[src/rtl/dpsq_pkg.sv]
// Package: constants, entry type and sequencer states of the dual priority sorted queue.
package dpsq_pkg;

	localparam int QUEUE_DEPTH = 16;
	localparam int IDX_W       = (QUEUE_DEPTH > 1) ? $clog2(QUEUE_DEPTH) : 1;
	localparam int CNT_W       = $clog2(QUEUE_DEPTH + 1);
	localparam int CODE_W      = 16;
	localparam int COUNT_W     = 16;
	localparam int LEVEL_W     = 2;

	typedef enum logic {
		OP_INSERT = 1'b0,
		OP_DRAIN  = 1'b1
	} opcode_t;

	typedef struct packed {
		logic [CODE_W-1:0]  code;
		logic [COUNT_W-1:0] qty;
		logic [LEVEL_W-1:0] lvl;
	} entry_t;

	// per-cell control from the row
	typedef struct packed {
		logic wr;       // insert request to this row
		logic occupied; // cell index below fill count
		logic strict;   // compare with > (all cells but the head)
	} cell_ctl_t;

	typedef enum logic {
		ST_IDLE,
		ST_DRAIN
	} state_t;

endpackage

[src/rtl/dpsq_cell.sv]
// One cell of a sorted row: holds an entry, keeps, takes the new entry or shifts from its neighbour.
module dpsq_cell
	import dpsq_pkg::*;
(
	input  logic      clk,
	input  cell_ctl_t ctl,
	input  entry_t    new_entry,
	input  entry_t    prev_entry,
	input  logic      prev_ge,
	output entry_t    entry,
	output logic      ge
);

	entry_t entry_q;

	// entry stays ahead of the new one
	assign ge = ctl.occupied &&
		(ctl.strict ? (entry_q.lvl > new_entry.lvl) : (entry_q.lvl >= new_entry.lvl));

	always_ff @(posedge clk) begin
		if (ctl.wr && !ge) begin
			entry_q <= prev_ge ? new_entry : prev_entry;
		end
	end

	assign entry = entry_q;

endmodule

[src/rtl/dpsq_row.sv]
// One bounded queue: a row of cells kept in descending priority, with fill count and overflow flag.
module dpsq_row
	import dpsq_pkg::*;
(
	input  logic             clk,
	input  logic             arst_n,
	input  logic             ins,
	input  entry_t           new_entry,
	input  logic [IDX_W-1:0] rd_idx,
	output entry_t           rd_entry,
	output logic [CNT_W-1:0] fill,
	output logic             ovf
);

	logic [CNT_W-1:0] fill_q;
	logic             ovf_q;
	logic             full;
	logic             wr;
	entry_t           cell_entry [QUEUE_DEPTH];
	logic             cell_ge    [QUEUE_DEPTH];

	assign full = (fill_q == CNT_W'(QUEUE_DEPTH));
	assign wr   = ins && !full;

	for (genvar i = 0; i < QUEUE_DEPTH; i++) begin : g_cell
		cell_ctl_t ctl;
		entry_t    prev_entry;
		logic      prev_ge;

		assign ctl.wr       = wr;
		assign ctl.occupied = (CNT_W'(i) < fill_q);
		assign ctl.strict   = (i != 0);

		if (i == 0) begin : g_head
			assign prev_entry = new_entry;
			assign prev_ge    = 1'b1;
		end else begin : g_body
			assign prev_entry = cell_entry[i-1];
			assign prev_ge    = cell_ge[i-1];
		end

		dpsq_cell u_cell (
			.clk        (clk),
			.ctl        (ctl),
			.new_entry  (new_entry),
			.prev_entry (prev_entry),
			.prev_ge    (prev_ge),
			.entry      (cell_entry[i]),
			.ge         (cell_ge[i])
		);
	end

	always_ff @(posedge clk or negedge arst_n) begin
		if (!arst_n) begin
			fill_q <= '0;
			ovf_q  <= 1'b0;
		end else if (ins) begin
			if (full) begin
				ovf_q <= 1'b1;
			end else begin
				fill_q <= fill_q + CNT_W'(1);
			end
		end
	end

	assign rd_entry = cell_entry[rd_idx];
	assign fill     = fill_q;
	assign ovf      = ovf_q;

endmodule

[src/rtl/dual_priority_sorted_queue_core.sv]
// Top level: two sorted priority queues with insert and in-order drain.
//
// A request is taken at a rising edge with start high and busy low.
// opcode selects insert or drain; queue_select picks one of two queues.
// Insert: is stored at the edge that takes it, gives no result, busy stays low,
// so inserts can be issued back to back. A full queue drops the entry
// and sets its sticky overflow flag. Each queue is a row of cells that
// compare their level with the new one and shift all at once.
// Drain: busy rises and stays high until the final entry is read;
// results follow one per cycle from the read port, each on the result
// ports for one cycle with strobe high; last marks the final one. An
// empty queue gives one result with entry_valid low and last high.
// Drain cost is set by the single read port stepping through the row.
// The receiver cannot stall: results are not held back.
// Reset clears fill counts, overflow flags and the sequencer; stored
// entries are not cleared.
module dual_priority_sorted_queue_core
	import dpsq_pkg::*;
(
	input  logic               clk,
	input  logic               arst_n,
	input  logic               start,
	output logic               busy,
	input  logic               opcode,
	input  logic               queue_select,
	input  logic [CODE_W-1:0]  customer_code,
	input  logic [COUNT_W-1:0] item_count,
	input  logic [LEVEL_W-1:0] level,
	output logic               strobe,
	output logic               entry_valid,
	output logic [CODE_W-1:0]  customer_code_out,
	output logic [COUNT_W-1:0] item_count_out,
	output logic [LEVEL_W-1:0] level_out,
	output logic               overflowed,
	output logic               last
);

	state_t           state_q, state_d;
	logic             accept;
	logic             drain_go;
	logic             sel_q;
	logic [IDX_W-1:0] rd_q;
	entry_t           new_entry;
	entry_t           rd_entry [2];
	logic [CNT_W-1:0] fill     [2];
	logic             ovf      [2];
	logic             ins      [2];
	entry_t           cur_entry;
	logic [CNT_W-1:0] cur_fill;
	logic             cur_empty;
	logic             cur_last;
	logic             step;

	assign accept    = start && !busy;
	assign new_entry = '{code: customer_code, qty: item_count, lvl: level};

	for (genvar q = 0; q < 2; q++) begin : g_row
		assign ins[q] = accept && (opcode_t'(opcode) == OP_INSERT) && (queue_select == 1'(q));

		dpsq_row u_row (
			.clk       (clk),
			.arst_n    (arst_n),
			.ins       (ins[q]),
			.new_entry (new_entry),
			.rd_idx    (rd_q),
			.rd_entry  (rd_entry[q]),
			.fill      (fill[q]),
			.ovf       (ovf[q])
		);
	end

	assign cur_entry = rd_entry[sel_q];
	assign cur_fill  = fill[sel_q];
	assign cur_empty = (cur_fill == '0);
	assign cur_last  = cur_empty || ((CNT_W'(rd_q) + CNT_W'(1)) == cur_fill);

	assign drain_go = accept && (opcode_t'(opcode) == OP_DRAIN);

	always_comb begin
		state_d = state_q;
		unique case (state_q)
			ST_IDLE: begin
				if (drain_go) begin
					state_d = ST_DRAIN;
				end
			end
			ST_DRAIN: begin
				if (cur_last) begin
					state_d = ST_IDLE;
				end
			end
			default: state_d = ST_IDLE;
		endcase
	end

	always_comb begin
		busy = 1'b0;
		step = 1'b0;
		unique case (state_q)
			ST_IDLE: begin
				busy = 1'b0;
				step = 1'b0;
			end
			ST_DRAIN: begin
				busy = 1'b1;
				step = 1'b1;
			end
			default: begin
				busy = 1'b0;
				step = 1'b0;
			end
		endcase
	end

	always_ff @(posedge clk or negedge arst_n) begin
		if (!arst_n) begin
			state_q <= ST_IDLE;
			sel_q   <= 1'b0;
			rd_q    <= '0;
			strobe  <= 1'b0;
		end else begin
			state_q <= state_d;
			strobe  <= step;
			if (drain_go) begin
				sel_q <= queue_select;
				rd_q  <= '0;
			end else if (step) begin
				rd_q <= rd_q + IDX_W'(1);
			end
		end
	end

	always_ff @(posedge clk) begin
		if (step) begin
			entry_valid       <= !cur_empty;
			customer_code_out <= cur_empty ? '0 : cur_entry.code;
			item_count_out    <= cur_empty ? '0 : cur_entry.qty;
			level_out         <= cur_empty ? '0 : cur_entry.lvl;
			overflowed        <= ovf[sel_q];
			last              <= cur_last;
		end
	end

endmodule

[config.mk]
export PLATFORM = sky130hd
export DESIGN_NAME = dual_priority_sorted_queue_core
export DESIGN_NICKNAME = d
export VERILOG_FILES = /design/src/rtl/dpsq_pkg.sv /design/src/rtl/dpsq_cell.sv /design/src/rtl/dpsq_row.sv /design/src/rtl/dual_priority_sorted_queue_core.sv
export SDC_FILE = /design/constraint.sdc
export NUM_CORES = 2
export LEC_CHECK = 0
export ABC_AREA = 1
export BUFFER_PORTS_ARGS = -buffer_cell sky130_fd_sc_hd__buf_2
export CAP_MARGIN = 20
export CELL_PAD_IN_SITES_DETAIL_PLACEMENT = 1
export CELL_PAD_IN_SITES_GLOBAL_PLACEMENT = 1
export CORE_UTILIZATION = 45
export DETAILED_ROUTE_END_ITERATION = 16
export HOLD_SLACK_MARGIN = 0.02
export PLACE_DENSITY = 0.71
export SYNTH_ARGS = -nofsm -noshare
export SYNTH_HDL_FRONTEND = slang
export SYNTH_HIERARCHICAL = 1
export SYNTH_SLANG_ARGS = --single-unit
[constraint.sdc]
create_clock -name clk -period 6.3 [get_ports clk]
set_clock_uncertainty 0.15 [all_clocks]
set_input_delay 0.63 -clock clk [delete_from_list [all_inputs] [get_ports clk]]
set_output_delay 0.63 -clock clk [all_outputs]
set_load 0.01 [all_outputs]
; ---- Word level (Yosys, flattened, before mapping)
; Cells that the tools add are included.
; Widths: inputs -> output; s select.
[classes]
add_sub_neg = 4
n_lt_le_gt_ge = 66
n_eq_ne = 3
muxes = 51
bitwise_logic = 7
reduce_logical = 114
[op_table]
columns = cell, count
row1 = $mux 34, 37
row2 = $bmux 34 s4, 2
row3 = $lt 4x5->1 const A, 16
row4 = $logic_and 1x1->1, 71
row5 = $gt 2x2->1, 30
row6 = $lt 3x5->1 const A, 8
row7 = $logic_not 1->1, 36
row8 = $lt 1x5->1 const A, 4
row9 = $lt 2x5->1 const A, 4
row10 = $mux 5, 3
row11 = $add 5x1->5 const B, 2
row12 = $eq 5x5->1 const B, 2
row13 = $mux 4, 2
row14 = $reduce_and 2->1, 4
row15 = $add 4x1->5 const B, 1
row16 = $eq 5x5->1, 1
row17 = $ge 5x5->1 const B, 1
row18 = $logic_not 5->1, 1
row19 = $mux 1, 5
row20 = $not 1->1, 5
row21 = $not 4->5, 1
row22 = $add 4x1->4 const B, 1
row23 = $ge 2x2->1, 2
row24 = $pmux 1 s2, 2
row25 = other kinds (4), 4
[word_totals]
reg_bits = 1144
inputBits = 39
out_inout_bits = 39
word_cells = 355

; ---- Depth between registers and ports, before layout
[logic_depth]
word_depth = 8
depth_mapped = 11
mapped_depth_nobuf = 10

; ---- Hierarchy
; The synthesis kept the hierarchy.
[by_module_without_submodules]
columns = module, instances, cells_per_inst, area_each_um2, seq_area_each_um2
row1 = dpsq_cell, 32, 88, 1657.8, 1021.0
row2 = dpsq_row, 2, 1702, 7218.2, 150.1
row3 = dual_priority_sorted_queue_core, 1, 244, 2357.3, 1286.2

; ---- Worst setup path after synthesis
; Ideal clock, no wire load.
[synth_timing]
path_kind = flip-flop to flip-flop
startpoint = reg state_q
endpoint = reg g_row[0].u_row.g_cell[0].u_cell.entry_q (netlist bit g_row[0].u_row/g_cell[0].u_cell/entry[0]), enable pin
setup_time_ns = 0.437
t_arrival_ns = 3.635
required_ns = 5.713
path_slack_ns = 2.079
path_stages_with_launch = 8
n_path_buf = 0
synth_period_minus_slack_ns = 4.221
cell_sequence = dfrtp_1 -> inv_1 -> nand3b_1 -> nor2_1 -> nand2_1 -> inv_1 -> inv_1 -> a21oi_1
[synth_rtl]
columns = item, line_no
row1 = start: declaration, dual_priority_sorted_queue_core.sv:38  ; state_t state_q, state_d;
row2 = start signal: assignment, dual_priority_sorted_queue_core.sv:122  ; state_q <= state_d;
row3 = end signal: assignment, dpsq_cell.sv:22  ; entry_q <= prev_ge ? new_entry : prev_entry;
row4 = end: declaration, dpsq_cell.sv:14  ; entry_t entry_q;

==> impl_metrics.csv <==
group,metric,value,unit
outcome,outcome,"complete, no violations",
global_routing,grt_pass1_vias,46500,
power,p_per_area,234,mW/mm2
die,num_io_pins,78,
worst_setup_path,cp_max_fo,23,
global_routing,grt_pass1_wl,301000,um
sta,min_period,4.13,ns
power,swShare,22.2,%
worst_setup_path,arrival,4.45,ns
final_layout,layout-drive-gt1-share,23.2,%
sta,period_share,65.5,%
global_routing,grt_use_total,25.3,%
placement,dpl.hpwl,134000,um
detailed_routing,ant_nets,0,
final_layout,mostFrequentLayoutCell,"nand2_1",
power,clkPwrFrac,43.3,%
clocking,cts.sinks,1144,
global_routing,antenna_found_initial,10,
placement,io_buffers,77,
placement,gp_congestion,0.862,
clocking,clk_path_buf_depth,3,
sta,max_freq,242,MHz
die,die_width,396,um
sta,tightestPinTransition,1.26,ns
power,pwr-share-seq,47.7,%
detailed_routing,avgViaCountPerCell,5.33,
detailed_routing,wl_per_cell,23.4,um
die,die_h,396,um
detailed_routing,vias,45700,
power,power_frac_comb,9.0,%
die,rows,144,
clocking,cts.clk_slew.worst_paths,0.06,ns
power,power.switching,3.92,mW
die,coreArea,0.154,mm2
clocking,cts_tree,"built",
worst_setup_path,end_kind,"flip-flop",
synth,synth.avg_cell_area,10.8,um2
power,p_total,17.6,mW
final_layout,final_cell_count_no_fill,8582,
worst_setup_path,cp-start-kind,"flip-flop",
sta,fin_setup_tns,0,ns
die,initial_core_util,45.3,%
global_routing,grt_start_max_net_pins,143,
power,leakagePower,33.5,nW
clocking,cts_buffers,131,
sta,holdWs,0.116,ns
power,ir_worst_vdd,295,uV
sta,hold_viol_final,0,
power,intPower,13.7,mW
clocking,htree_levels,4,
detailed_routing,drc,0,
final_layout,area_growth,7.56,%
final_layout,layout_common_cells,"1658 x nand2_1, 1125 x edfxtp_1, 1043 x inv_1, 896 x mux2_4, 894 x nand3_1",
min_path,hp-class,"input port to flip-flop",
final_layout,nNetsFinal,6541,
synth,netlist_instances,6462,
synth,syn_area,0.0698,mm2
final_layout,fin_util,48.8,%
clocking,cts-root-buf,"clkbuf_16",
worst_setup_path,setup.worst_path.class,"flip-flop to flip-flop",
die,die_area,0.157,mm2
placement,dp_cells,8324,
sta,maxSlewViolCount,0,
detailed_routing,routed_wl,201000,um
global_routing,grt_overflow,0,
synth,yosysWarnings,6,
flow_run,maxCapViolCount,0,
sta,rsz0062_at_grt,"false",
worst_setup_path,required,6.62,ns
detailed_routing,drtIter0Drc,4005,
clocking,clock_latency,0.79,ns
detailed_routing,dr.pass1.iters,6,
sta,relSlewSlack,16.3,%
sta,setup_viol,0,
power by group through the flow:
stage	logic (mW)	registers [mW]	clock network (mW)
detailed placement	1.57	8.55	0
finish	1.59	8.39	7.62
global route	1.67	8.39	8.01
CTS	1.57	8.39	7.77
floorplan	1.38	8.55	0
global placement	1.50	8.55	0
critical path, cell delays in order, from the launching register on:
cell and delay, ns:
dfrtp_2 0.40, inv_1 0.20, nand3b_1 0.21, nor2_1 0.66, nand2_1 0.19, inv_1 0.70, inv_1 0.20, a21oi_4 0.73
buf_4 0.34
cell type report:
| type | count | area [um2] |
|---|---|---|
| Sequential cell | 1144 | 34300 |
| Clock inverter | 69 | 691 |
| Fill cell | 16600 | 78900 |
| Inverter | 1053 | 3980 |
| Tap cell | 2044 | 2560 |
| Antenna cell | 3 | 7.51 |
| Clock buffer | 166 | 3500 |
| Timing Repair Buffer | 170 | 1460 |
| Multi-Input combinational cell | 3933 | 28600 |
per-stage QoR:
stage | area (um2) | setup slack, ns
after floorplan | 69900 | 2.08
after global placement | 70400 | 2.08
after detailed placement | 70500 | 2.02
after CTS | 74700 | 2.15
after global routing | 75100 | 1.99
final | 75100 | 2.17
final timing paths:
kind / from / endpoint / slack, ns / cells past startpoint
max in group asynchronous: arst_n / rd_q[1]$_DFFE_PN0P_ / 5.19 / 2
worst max-delay path: state_q$_DFF_PN0_ / g_row[0].u_row/g_cell[11].u_cell/entry[13]$_DFFE_PP_ / 2.17 / 8
worst max register to register: state_q$_DFF_PN0_ / g_row[0].u_row/g_cell[11].u_cell/entry[13]$_DFFE_PP_ / 2.17 / 8
worst min register to register: g_row[1].u_row/ovf$_DFFE_PN0P_ / g_row[1].u_row/ovf$_DFFE_PN0P_ / 0.33 / 1
min in group asynchronous: arst_n / g_row[0].u_row/fill[4]$_DFFE_PN0P_ / 0.28 / 2
worst min-delay path: opcode / state_q$_DFF_PN0_ / 0.12 / 3
routing by layer:
layer	wire length (um)	share of wire, %	vias up	track usage (%)
li1	-	-	21400	-
met1	99100	49	22900	38.7
met2	85600	43	1235	36.9
met3	10800	5.4	212	3.21
met4	5180	2.6	4	7.83
met5	25	0.012	-	0
state kept, by name, summed over array words and instances, names as in the netlist:
signal / count
level_out: 2
entry_valid: 1
overflowed: 1
last: 1
g_row.u_row/g_cell.u_cell/entry: 1088
customer_code_out: 16
g_row.u_row/ovf: 2
sel_q: 1
state_q: 1
item_count_out: 16
strobe: 1
rd_q: 4
g_row.u_row/fill: 10
repair_timing:
item	4_1_cts	5_1_grt
resized for setup	0	0
hold endpoints to repair	20	0
buffers inserted	0	0
setup endpoints to repair	0	0
hold buffers	2	0
(Power assumes the default switching activity.)
